--- config.mk ---
export PLATFORM = sky130hd
export DESIGN_NAME = cscd_div_chain
export DESIGN_NICKNAME = d
export VERILOG_FILES = /design/src/clock_synth_divider_calc_defines.svh /design/src/cscd_div_cell.sv /design/src/cscd_div_chain.sv
export SDC_FILE = /design/constraint.sdc
export NUM_CORES = 2
export LEC_CHECK = 0
export BUFFER_PORTS_ARGS = -buffer_cell sky130_fd_sc_hd__buf_2
export CAP_MARGIN = 20
export CORE_MARGIN = 4
export CORE_UTILIZATION = 55
export CTS_BUF_LIST = sky130_fd_sc_hd__clkbuf_8
export DETAILED_ROUTE_END_ITERATION = 7
export PLACE_DENSITY = 0.68
export SLEW_MARGIN = 25
export SYNTH_ARGS = -nofsm -noshare
export SYNTH_HDL_FRONTEND = slang
export SYNTH_SLANG_ARGS = --single-unit
--- constraint.sdc ---
create_clock -name clk -period 4.3 [get_ports clk]
set_input_delay 0.645 -clock clk [delete_from_list [all_inputs] [get_ports clk]]
set_output_delay 0.645 -clock clk [all_outputs]
set_load 0.005 [all_outputs]
--- src/clock_synth_divider_calc_defines.svh ---
// Assertion macros for the divider calculator modules.
// No dependencies. Files that assert take this header by include.
`ifndef CLOCK_SYNTH_DIVIDER_CALC_DEFINES_SVH
`define CLOCK_SYNTH_DIVIDER_CALC_DEFINES_SVH
`ifndef SYNTHESIS
// Check that holds at every clock edge outside reset.
`define CSCD_ASSERT(lbl, prop) lbl: assert property (@(posedge clk) disable iff (!arst_n) \
	prop) else $error("cscd assertion failed");
// Check that a condition is followed by another in the next cycle.
`define CSCD_ASSERT_NEXT(lbl, ante, cons) lbl: assert property (@(posedge clk) \
	disable iff (!arst_n) (ante) |=> (cons)) else $error("cscd assertion failed");
`else
`define CSCD_ASSERT(lbl, prop)
`define CSCD_ASSERT_NEXT(lbl, ante, cons)
`endif
`endif

--- src/cscd_div_cell.sv ---
// One restoring division step, registered, with a side payload.
// No dependencies; instantiated in a row by cscd_div_chain.
module cscd_div_cell #(
	parameter int DW = 32,
	parameter int NW = 30,
	parameter int PW = 8
) (
	input  logic          clk,
	input  logic          arst_n,
	input  logic          en,
	input  logic          v_in,
	input  logic [DW-1:0] rem_in,
	input  logic [NW-1:0] num_in,
	input  logic [NW-1:0] quo_in,
	input  logic [DW-1:0] d_in,
	input  logic [PW-1:0] pl_in,
	output logic          v_out,
	output logic [DW-1:0] rem_out,
	output logic [NW-1:0] num_out,
	output logic [NW-1:0] quo_out,
	output logic [DW-1:0] d_out,
	output logic [PW-1:0] pl_out
);

	logic [DW:0] trial;
	logic [DW:0] diff;
	logic        ge;

	// Bring down the next dividend bit and try the subtraction.
	always_comb begin
		trial = {rem_in, num_in[NW-1]};
		diff  = trial - {1'b0, d_in};
		ge    = trial >= {1'b0, d_in};
	end

	always_ff @(posedge clk or negedge arst_n) begin
		if (!arst_n) begin
			v_out <= 1'b0;
		end else if (en) begin
			v_out <= v_in;
		end
	end

	always_ff @(posedge clk) begin
		if (en) begin
			rem_out <= ge ? diff[DW-1:0] : trial[DW-1:0];
			num_out <= num_in << 1;
			quo_out <= {quo_in[NW-2:0], ge};
			d_out   <= d_in;
			pl_out  <= pl_in;
		end
	end

endmodule

--- src/cscd_div_chain.sv ---
// Row of NW division cells: one quotient bit per cell; items step along while en is high.
// Depends on cscd_div_cell.
module cscd_div_chain #(
	parameter int DW = 32,
	parameter int NW = 30,
	parameter int PW = 8
) (
	input  logic          clk,
	input  logic          arst_n,
	input  logic          en,
	input  logic          v_in,
	input  logic [DW-1:0] rem_in,
	input  logic [NW-1:0] num_in,
	input  logic [DW-1:0] d_in,
	input  logic [PW-1:0] pl_in,
	output logic          v_out,
	output logic [DW-1:0] rem_out,
	output logic [NW-1:0] quo_out,
	output logic [DW-1:0] d_out,
	output logic [PW-1:0] pl_out
);

	logic          v   [NW+1];
	logic [DW-1:0] rem [NW+1];
	logic [NW-1:0] num [NW+1];
	logic [NW-1:0] quo [NW+1];
	logic [DW-1:0] dv  [NW+1];
	logic [PW-1:0] pl  [NW+1];

	assign v[0]   = v_in;
	assign rem[0] = rem_in;
	assign num[0] = num_in;
	assign quo[0] = '0;
	assign dv[0]  = d_in;
	assign pl[0]  = pl_in;

	// Each cell hands its partial remainder to its neighbour every cycle that en is high.
	for (genvar i = 0; i < NW; i++) begin : g_cell
		cscd_div_cell #(.DW(DW), .NW(NW), .PW(PW)) u_cell (
			.clk    (clk),
			.arst_n (arst_n),
			.en     (en),
			.v_in   (v[i]),
			.rem_in (rem[i]),
			.num_in (num[i]),
			.quo_in (quo[i]),
			.d_in   (dv[i]),
			.pl_in  (pl[i]),
			.v_out  (v[i+1]),
			.rem_out(rem[i+1]),
			.num_out(num[i+1]),
			.quo_out(quo[i+1]),
			.d_out  (dv[i+1]),
			.pl_out (pl[i+1])
		);
	end

	assign v_out   = v[NW];
	assign rem_out = rem[NW];
	assign quo_out = quo[NW];
	assign d_out   = dv[NW];
	assign pl_out  = pl[NW];

endmodule

==> metrics.md <==
| Metric | Value |
|---|---|
| RSZ-0062 raised after global routing | no |
| Crit Path Max Fanout | 30 |
| Chip height | between 500 and 600 um |
| Clock Path Buffers | 4 |
| Root Buffer | clkbuf_8 |
| Fin crit share | 0.9528 |
| R2r startpoint | g_cell[24].u_cell.d_out[1]$_DFFE_PP_ |
| Reg2reg path depth | 13 |
| Fin. Hold Viols | 0 |
| Post-DP Area | around 160000 um2 |
| Worst hold margin | 0.09794 ns |
| Final ANT Viol Nets | 0 |
| Vias per cell | 5.720 |
| Clk slew on worst S/H paths | 0.06 ns |
| Register bit total from synthesis | ~3100 |
| Crit Path Category | flop to flop |
| Hold Crit Depth | 1 |
| Placed wire-length estimate | 269.4 mm |
| Slowest cell delay on critical path | roughly 0.64 ns |
| DR pass1 iterations | 8 |
| WP data required | ~5.2 ns |
| Top Ports | 209 |
| Synth Instances | approximately 12000 |
| Vias in the first global route | 98282 |
| IO buf count | 208 |
| WL/cell | 21.02 um |
| Largest net degree at the start of global routing | 137 |
| Nets | 14282 |
| Worst Setup SP | g_cell[24].u_cell.d_out[1]$_DFFE_PP_ |
| Starting density of the core | 0.5522 |
| Setup Buffers After CTS | 0 |
| Mapped Nets | 13586 |
| Die W | roughly 540 um |
| DRT iter0 DRCs | 7441 |
| Global routing usage on met1 | 0.3135 |
| Fin crit period | 4.097 ns |
| Reg2reg setup slack | slightly above 0.2 ns |
| RePlAce Congestion | 0.9279 |
| Worst min path class | input pin to flop |
| Leak pwr | 69.93 nW |
| Final TNS setup | 0 ns |
| M3 GR Usage | 0.03074 |
| Worst-Skew Late Latency | around 1.2 ns |
| CTS tree | done |
| Count of yosys warnings during synthesis | 0 |
| Gr busiest metal | met2 |
| Detailed Route WL | 364.3 mm |
| Fmax | 244.1 MHz |
| Core area | 282000 um2 |
| Pwr dens | 751.1 nW/um2 |
| Final Core Density | 0.6149 |
| Fillers | 22077 |
| Mapped cell area | 155700 um2 |
| Max-Cap Viols | 0 |
| GRT Total Usage | 0.2440 |
| Mapped Avg Cell Area | 12.47 um2 |
| Critical-path top delay cell | o41ai_1 |
| Die area | 291700 um2 |
| Sequential share of the synthesized area | 0.5948 |
| Setup-failing EPs final | 0 |
| Fin area | 173400 um2 |
| Htree depth | 6 |
| Critical path arrival | 4.97 ns |
| Hold_sp | en |
| Most used DFF post-synth | edfxtp_1 |
| Residual DRC count | 0 |
| Layout area overhead | 11.35% |
| Critical-path cell list | inv_1 > ha_1 > nor2b_1 > o31a_1 > o21ai_0 > a31oi_1 > nor4bb_1 > o41ai_1 > o21ai_0 > buf_4 > o21ai_4 > buf_4 > mux2_2 |
| Post-layout power | 130.3 mW |
| DR vias | 99127 |
| Slew at the pin closest to its max-slew limit | 0.9836 ns |
| Critical Path End Type | flop |
| Initial antenna violation count | 4 |
| Post-synth EDFFs | 3060 |
| Max IR drop VDD | 0.3843 mV |
| Ys async rst share | 0.009709 |
| Global-route wire length before repair | 562.4 mm |
| Worst setup SP type | flop |
| Met2 Resource Use GR | 0.4289 |
| Clock skew | 0.06965 ns |
| Share of layout cells above drive strength 1 | 0.1239 |
| Max-slew headroom | 0.3443 |
| Inserted Clock Buffers | 524 |
| Slew Viols, Final | 0 |
| Outcome | finished, final reports clean |
| CTS sink count | 3090 |
| Std-Cell Rows | 195 |
| Unique masters post-synth | just over 100 |
| Grt ovf | 0 |
-- synth_stat cells, drive strengths merged (35+ instances only) --
| cell type | count | area [um2] |
|---|---|---|
| nand2 | 639 | 2399 |
| xnor2 | 524 | 4589 |
| o21bai | 94 | 705.7 |
| mux2 | 522 | 5972 |
| a21o | 461 | 3462 |
| a31oi | 123 | 784.5 |
| buf | 95 | 596.8 |
| or3 | 43 | 269.0 |
| nand2b | 132 | 825.8 |
| o21a | 144 | 1081 |
| o211ai | 59 | 447.9 |
| a21oi | 964 | 4840 |
| mux2i | 42 | 420.4 |
| nand4 | 144 | 900.9 |
| nand3 | 215 | 1076 |
| ha | 960 | 12010 |
| nor2b | 139 | 869.6 |
| o21ai | 656 | 3283 |
| clkbuf | 224 | 840.8 |
| nor4 | 51 | 319.1 |
| and3 | 93 | 581.8 |
| and2 | 47 | 294.0 |
| a211o | 35 | 306.5 |
| o31ai | 51 | 396.6 |
| nor2 | 727 | 2729 |
| o31a | 43 | 376.6 |
| nor3 | 140 | 721.9 |
| xor2 | 294 | 2575 |
| inv | 1204 | 4519 |
| a211oi | 71 | 533.0 |
| edfxtp | 3060 | 91890 |
-- layer usage --
layer / vias to the layer above / part of all wire / wire (um)
li1: 47795 / - / -
met1: 48048 / 0.42 / 152800
met2: 2589 / 0.51 / 184000
met3: 695 / 0.044 / 15980
met4: 0 / 0.032 / 11550
met5: - / 0 / 0
-- where the power goes --
group | internal [mW] | switching (mW)
Clock | 13.3 | 12.3
Combinational | 25.5 | 31.5
Sequential | 43.1 | 4.56
Total | 81.9 | 48.4
-- area by class of cell --
cell class | instances | area [um2] | area share
tap | 3743 | 4683 | 0.02701
sequential | 3090 | 92640 | 0.5342
antenna | 3 | 7.507 | 0.00004329
inverter | 1204 | 4519 | 0.02606
multi-input combinational | 7877 | 57340 | 0.3307
clock inverter | 396 | 2833 | 0.01633
clock buffer | 528 | 7267 | 0.04190
timing repair buffer | 489 | 4126 | 0.02379
-- sequential cells by signal, indices dropped and copies added, names as in the netlist --
register and cells:
g_cell.u_cell.d_out 960, g_cell.u_cell.quo_out 465, g_cell.u_cell.pl_out 240, g_cell.u_cell.rem_out 960
g_cell.u_cell.num_out 435, g_cell.u_cell.v_out 30
-- worst max-delay path: cells and delay by family, from the launching register on --
family	cells	cell delay (ns)
adder cells (fa/ha/maj)	1	0.28
flip-flops	1	0.40
AO/OA/AOI/OAI	6	1.77
multiplexers	1	0.38
buffers and inverters	3	0.65
AND/OR/NAND/NOR	2	0.34
-- per-stage QoR --
stage / setup WS, ns / std cells
floorplan: 0.7878 / 12490
global placement: 0.2385 / 16298
detailed placement: 0.2057 / 16298
CTS: 0.1341 / 17327
global route: 0.04251 / 17329
finish: 0.2032 / 17330
-- cell usage in the layout (no fill, tap or decap), types with 58 or more instances in the layout --
master,n
nor3_1,137
o21ai_0,641
o21a_1,144
nand2b_1,132
and3_1,93
mux2_2,480
a21o_1,460
xnor2_1,524
edfxtp_1,3060
xor2_1,294
ha_1,960
nand2_1,637
clkinv_1,111
clkinv_2,64
a21oi_1,960
o211ai_1,58
nand3_1,215
clkbuf_8,528
dlygate4sd3_1,104
buf_2,207
nand4_1,144
o21bai_1,94
a211oi_1,71
inv_1,1333
buf_4,121
a31oi_1,119
nor2b_1,139
nor2_1,727
-- kinds of logic (layout without fill, tap and decap cells) --
kind of cell	after synthesis	count (layout)	synth area share
mux	564	564	0.04104
buf+inv	1523	2617	0.03825
flops	3090	3090	0.5948
simple gates	2492	2492	0.07659
compound gates	3013	3013	0.1223
fa+ha+maj	990	990	0.08098
other cells	0	3	0
xor+xnor	818	818	0.04600
-- what timing repair did --
action | in CTS | in global routing
hold buffers | 105 | 0
endpoints found under the hold margin | 132 | 0
resized for setup | 0 | 7
endpoints found under the setup margin | 0 | 56
-- final timing paths --
kind	to
max in group asynchronous	g_cell[4].u_cell.v_out$_DFFE_PN0P_
worst max-delay path	g_cell[25].u_cell.rem_out[10]$_DFFE_PP_
worst max register to register	g_cell[25].u_cell.rem_out[10]$_DFFE_PP_
min in group asynchronous	g_cell[12].u_cell.v_out$_DFFE_PN0P_
worst min-delay path	g_cell[0].u_cell.pl_out[0]$_DFFE_PP_
worst min register to register	g_cell[22].u_cell.quo_out[16]$_DFFE_PP_
Note: power is estimated with default switching activity, not from simulation.
