<file path="src/clock_synth_divider_calc_defines.svh">
// Assertion macros for the divider calculator modules.
// No dependencies. Files that assert take this header by include.
`ifndef CLOCK_SYNTH_DIVIDER_CALC_DEFINES_SVH
`define CLOCK_SYNTH_DIVIDER_CALC_DEFINES_SVH
`ifndef SYNTHESIS
// Check that holds at every clock edge outside reset.
`define CSCD_ASSERT(lbl, prop) lbl: assert property (@(posedge clk) disable iff (!arst_n) \
	prop) else $error("cscd assertion failed");
// Check that a condition is followed by another in the next cycle.
`define CSCD_ASSERT_NEXT(lbl, ante, cons) lbl: assert property (@(posedge clk) \
	disable iff (!arst_n) (ante) |=> (cons)) else $error("cscd assertion failed");
`else
`define CSCD_ASSERT(lbl, prop)
`define CSCD_ASSERT_NEXT(lbl, ante, cons)
`endif
`endif

</file>
<file path="src/cscd_pkg.sv">
// Types and constants of the clock synthesizer divider calculator.
// No dependencies; used by the serializer and the top level.
package cscd_pkg;

	localparam logic [29:0] VCO_TARGET = 30'd900000000;
	localparam logic [19:0] FRAC_DEN   = 20'hFFFFF;
	localparam logic [7:0]  PLLA_BASE  = 8'd26;
	localparam logic [7:0]  MS_BASE    = 8'd42;
	localparam logic [7:0]  MS_STRIDE  = 8'd18;
	localparam logic [7:0]  RST_ADDR   = 8'd177;
	localparam logic [7:0]  RST_PLLA   = 8'h20;
	localparam logic [7:0]  FRAC_HI    = 8'hF0;
	localparam logic [17:0] P1_OFFSET  = 18'd512;

	// Configuration register indexes.
	typedef enum logic [2:0] {
		CFG_CRYSTAL  = 3'd0,
		CFG_MIN_HZ   = 3'd1,
		CFG_MAX_HZ   = 3'd2,
		CFG_DIV_MIN  = 3'd3,
		CFG_DIV_MAX  = 3'd4,
		CFG_MULT_MIN = 3'd5,
		CFG_MULT_MAX = 3'd6,
		CFG_RST_EN   = 3'd7
	} cfg_idx_t;

	// Packed divider parameters of one request, handed to the serializer.
	typedef struct packed {
		logic [7:0]  base;
		logic [2:0]  rlog;
		logic [17:0] p1;
		logic [19:0] p2;
		logic [17:0] mp1;
	} ser_rec_t;

endpackage

</file>
<file path="src/cscd_serializer.sv">
// Turns one request's divider parameters into its stream of register writes.
// Depends on cscd_pkg and the assertion macro header.
`include "clock_synth_divider_calc_defines.svh"
module cscd_serializer (
	input  logic               clk,
	input  logic               arst_n,
	input  logic               load_v,
	input  cscd_pkg::ser_rec_t rec,
	input  logic               rst_en,
	input  logic               out_stall,
	output logic               ready,
	output logic               out_valid,
	output logic [7:0]         reg_addr,
	output logic [7:0]         reg_data,
	output logic               last
);

	logic               busy_q;
	logic [4:0]         idx_q;
	cscd_pkg::ser_rec_t rec_q;
	logic [4:0]         last_idx;
	logic               take;

	assign last_idx  = rst_en ? 5'd16 : 5'd15;
	assign out_valid = busy_q;
	assign last      = busy_q && (idx_q == last_idx);
	assign take      = out_valid && !out_stall;
	assign ready     = !busy_q || (take && last);

	// Walk the write index; pick up the next request as the last write leaves.
	always_ff @(posedge clk or negedge arst_n) begin
		if (!arst_n) begin
			busy_q <= 1'b0;
			idx_q  <= '0;
		end else if (ready) begin
			busy_q <= load_v;
			idx_q  <= '0;
		end else if (take) begin
			idx_q <= idx_q + 5'd1;
		end
	end

	always_ff @(posedge clk) begin
		if (ready && load_v) begin
			rec_q <= rec;
		end
	end

	// Address and byte of the current write.
	always_comb begin
		reg_addr = '0;
		reg_data = '0;
		unique case (idx_q)
			5'd0: begin
				reg_addr = cscd_pkg::PLLA_BASE;
				reg_data = cscd_pkg::FRAC_DEN[15:8];
			end
			5'd1: begin
				reg_addr = cscd_pkg::PLLA_BASE + 8'd1;
				reg_data = cscd_pkg::FRAC_DEN[7:0];
			end
			5'd2: begin
				reg_addr = cscd_pkg::PLLA_BASE + 8'd2;
				reg_data = {6'b0, rec_q.p1[17:16]};
			end
			5'd3: begin
				reg_addr = cscd_pkg::PLLA_BASE + 8'd3;
				reg_data = rec_q.p1[15:8];
			end
			5'd4: begin
				reg_addr = cscd_pkg::PLLA_BASE + 8'd4;
				reg_data = rec_q.p1[7:0];
			end
			5'd5: begin
				reg_addr = cscd_pkg::PLLA_BASE + 8'd5;
				reg_data = cscd_pkg::FRAC_HI | {4'b0, rec_q.p2[19:16]};
			end
			5'd6: begin
				reg_addr = cscd_pkg::PLLA_BASE + 8'd6;
				reg_data = rec_q.p2[15:8];
			end
			5'd7: begin
				reg_addr = cscd_pkg::PLLA_BASE + 8'd7;
				reg_data = rec_q.p2[7:0];
			end
			5'd8: begin
				reg_addr = rec_q.base;
			end
			5'd9: begin
				reg_addr = rec_q.base + 8'd1;
				reg_data = 8'h01;
			end
			5'd10: begin
				reg_addr = rec_q.base + 8'd2;
				reg_data = {1'b0, rec_q.rlog, 2'b0, rec_q.mp1[17:16]};
			end
			5'd11: begin
				reg_addr = rec_q.base + 8'd3;
				reg_data = rec_q.mp1[15:8];
			end
			5'd12: begin
				reg_addr = rec_q.base + 8'd4;
				reg_data = rec_q.mp1[7:0];
			end
			5'd13: begin
				reg_addr = rec_q.base + 8'd5;
			end
			5'd14: begin
				reg_addr = rec_q.base + 8'd6;
			end
			5'd15: begin
				reg_addr = rec_q.base + 8'd7;
			end
			5'd16: begin
				reg_addr = cscd_pkg::RST_ADDR;
				reg_data = cscd_pkg::RST_PLLA;
			end
			default: begin
				reg_addr = '0;
				reg_data = '0;
			end
		endcase
	end

	// A write that is not the last is always followed by another.
	`CSCD_ASSERT_NEXT(a_stream_continues, out_valid && !out_stall && !last, out_valid)
	// The write index never runs past the end of the request.
	`CSCD_ASSERT(a_idx_range, busy_q |-> (idx_q <= last_idx))
	// With the reset write enabled, the request ends on the reset register.
	`CSCD_ASSERT(a_reset_tail, (last && rst_en) |-> (reg_addr == cscd_pkg::RST_ADDR))

endmodule

</file>
<file path="config.mk">
export PLATFORM = sky130hd
export DESIGN_NAME = cscd_serializer
export DESIGN_NICKNAME = d
export VERILOG_FILES = /design/src/cscd_pkg.sv /design/src/cscd_serializer.sv
export VERILOG_INCLUDE_DIRS = /design/src /design/src/src
export SDC_FILE = /design/constraint.sdc
export NUM_CORES = 1
export LEC_CHECK = 0
export BUFFER_PORTS_ARGS = -buffer_cell sky130_fd_sc_hd__buf_2
export CELL_PAD_IN_SITES_DETAIL_PLACEMENT = 1
export CELL_PAD_IN_SITES_GLOBAL_PLACEMENT = 2
export CORE_MARGIN = 3
export CORE_UTILIZATION = 25
export CTS_BUF_LIST = sky130_fd_sc_hd__clkbuf_4
export CTS_CLUSTER_SIZE = 8
export DETAILED_ROUTE_END_ITERATION = 16
export GPL_TIMING_DRIVEN = 0
export PLACE_DENSITY_LB_ADDON = 0.15
export SLEW_MARGIN = 25
export SYNTH_ARGS = -nofsm -noshare
export SYNTH_HDL_FRONTEND = slang
export SYNTH_SLANG_ARGS = --single-unit
</file>
<file path="constraint.sdc">
create_clock -name clk -period 4 [get_ports clk]
set_input_delay 0.2 -clock clk [delete_from_list [all_inputs] [get_ports clk]]
set_output_delay 0.2 -clock clk [all_outputs]
set_load 0.1 [all_outputs]
</file>
==> impl_metrics.yaml <==
outcome:
  status: "complete, no violations"
final_layout:
  postLayoutCoreUtil: 0.371
  num_antenna_cells: 0
  final_common_cell: "buf_2"
  layout-drive-gt1-share: 0.301
  nets: 550
  layout_common_cells: "94 x buf_2, 69 x dlygate4sd3_1, 67 x edfxtp_1"
  fin_cells: 652
  area_delta_synth_final_pct: 42.2
  num-fill-cells: 1577
timing:
  max_freq_mhz: 264
  rsz0062_at_grt: "no"
  slew_violations: 0
  maxSlewHeadroom: 0.575
  worst_slew_pin_slew_ns: 0.633
  final-hold-violation-count: 0
  setup_viol: 0
  fin_crit_sh: 0.946
  fin_skew_ns: 0.0235
  min_period_ns: 3.78
clocking:
  cts_sinks: 73
  cts_max_level: 3
  root_buffer: "clkbuf_4"
  clock_latency_ns: 0.46
  cts_inserted_buffers: 9
  path_clk_slew_ns: 0.14
  clk_path_buf_depth: 2
  cts_tree: "built"
grt:
  first_global_vias: 3362
  grt_max_degree: 35
  grt_pass1_wl_mm: 18.6
  track_usage: 0.151
  grt-ovfl-total: 0
  antenna_found_initial: 0
die:
  rows: 43
  die_h_um: 128
  die_w_um: 128
  core-area_um2: 14100
  start_util: 0.261
  dieArea_um2: 16300
  ios: 91
worst_setup_path:
  cp.required_ns: 3.80
  arrival_ns: 3.58
  path_cells: "buf_4 -> buf_2 -> and3_1 -> ha_2 -> or2_2 -> fa_1 -> a21oi_2 -> nand2b_1 -> xnor2_1 -> a222oi_1 -> o21ai_1 -> buf_6"
  cp_slowest_cell: "fa_1"
  crit_type: "flip-flop to output pin"
  worstSetupEndpointType: "output pin"
  worst-path-max-fanout: 10
  crit_path_start_kind: "flip-flop"
  cp_slowest_stage_delay_ns: 0.42
placed_design:
  place_hpwl_mm: 8.14
  gp_congestion: 0.737
  dp.cells: 566
  io_buffer_count: 89
synth:
  syn-mean-instance-area_um2: 12.5
  synth_edf_count: 67
  synth_flop_cell: "edfxtp_1"
  yosys_warnings: 0
  synth_cell_type_count: 62
  synth-seq-cells: 73
  syn_area_um2: 3690
  async_flop_share: 0.0822
  seq_area_frac_synth: 0.586
  synthCells: 296
  syn_nets: 379
drt:
  drtAntennaViolNets: 0
  viasPerCell: 4.70
  drc_errors: 0
  dr_total_vias: 3065
  drt_iter0_drc: 99
  highest_layer: "met4"
  dr_wl_met3_um: 498
  routed_wirelength_mm: 11.7
  wl_met1_mm: 5.16
  dr.pass1.iters: 4
  post_drt_wl_per_cell_um: 18.0
  wl_met2_mm: 5.86
power_and_ir_drop:
  total_power_uw: 3970
  p_per_area_nw_per_um2: 757
  peakVddDrop_v: 0.000509
  power_leakage_uw: 0.00200
run:
  maxCapViolations: 0
hold_path:
  worstHoldPathType: "primary input to asynchronous set/reset pin"
## what timing repair did
item	CTS	global route
setup endpoints to repair	5	2
endpoints found under the hold margin	74	0
hold buffers	69	0
resized for setup	9	1
pin swaps	2	2
buffers inserted	2	1
## report_power, final
part	switching [uW]	internal (uW)	leakage (uW)
logic	1930	641	0.00126
registers	26.0	891	0.000670
clock network	290	198	0.0000707
total	2240	1730	0.00200
## sequential cells by signal (all words and copies together), names as in the netlist
signal / cells
idx_q: 5
out_valid: 1
rec_q: 67
## cell type report
type	instances	area [um2]	area share
clock inverter	6	66.3	0.0126
clock buffer	10	75.1	0.0143
buffer	15	103	0.0195
tap	180	225	0.0429
timing repair buffer	162	1190	0.226
sequential	73	2160	0.412
inverter	7	26.3	0.00500
multi-input combinational	199	1400	0.267
## critical path, delay by kind of cell, from the launching register on
| kind | cells | cell delay, ns |
|---|---|---|
| AO/OA/AOI/OAI | 3 | 0.74 |
| XOR/XNOR | 1 | 0.07 |
| adder cells (fa/ha/maj) | 2 | 0.64 |
| buffers and inverters | 3 | 0.61 |
| flip-flops | 1 | 0.40 |
| AND/OR/NAND/NOR | 3 | 0.69 |
## through the flow
stage	TNS, ns	area [um2]	setup slack (ns)	hold WS [ns]
after floorplan	0	3690	0.00941	-0.0956
after global placement	-6.19	4360	-0.0984	0.0366
after detailed placement	0	4380	0.0779	0.0315
after CTS	0	5250	0.00193	0.0328
after global routing	0	5250	0.0762	0.0683
final	0	5250	0.216	0.0633
## synth_stat cells, types with 4 or more instances
| cell | number | area, um2 |
|---|---|---|
| edfxtp_1 | 67 | 2010 |
| nand2_1 | 20 | 75.1 |
| a22oi_1 | 19 | 143 |
| nor2_1 | 16 | 60.1 |
| o21ai_0 | 16 | 80.1 |
| a21oi_1 | 11 | 55.1 |
| nor2b_1 | 10 | 62.6 |
| ha_1 | 9 | 113 |
| buf_2 | 8 | 40.0 |
| nand3_1 | 7 | 35.0 |
| dfrtp_1 | 6 | 150 |
| inv_1 | 6 | 22.5 |
| a221oi_1 | 5 | 43.8 |
| and3_1 | 5 | 31.3 |
| nand2b_1 | 5 | 31.3 |
| nor3_1 | 5 | 25.0 |
| o211ai_1 | 5 | 37.5 |
| a31oi_1 | 4 | 25.0 |
| buf_6 | 4 | 45.0 |
| nand4_1 | 4 | 25.0 |
## cell families (layout without fill, tap and decap cells)
group                      after synthesis  count (layout)  share of synthesized area
adders and majority gates               11              11                     0.0414
buffers and inverters                   24             200                     0.0373
and+or+nand+nor                         91              91                      0.137
xor gates and xnor gates                 5               5                     0.0119
muxes                                    4               4                     0.0112
DFF                                     73              73                      0.586
AOI/OAI and AO/OA                       88              88                      0.176
## metal layers
| layer | vias up | track usage |
|---|---|---|
| li1 | 1501 | - |
| met1 | 1476 | 0.187 |
| met2 | 75 | 0.260 |
| met3 | 13 | 0.0380 |
| met4 | 0 | 0.0467 |
| met5 | - | 0 |
## path summary, 6_finish.rpt
check | slack [ns] | startpoint | cells past startpoint | endpoint
min in group clk | 0.15 | out_stall | 3 | idx_q[2]
max | 0.22 | idx_q[3] | 12 | reg_addr[4]
min reg2reg | 0.61 | idx_q[1] | 2 | idx_q[1]
max in group asynchronous | 3.75 | arst_n | 2 | idx_q[1]
max reg2reg | 1.54 | idx_q[2] | 6 | rec_q[38]
min | 0.06 | arst_n | 2 | idx_q[2]
Note: power is estimated with default switching activity, not from simulation.
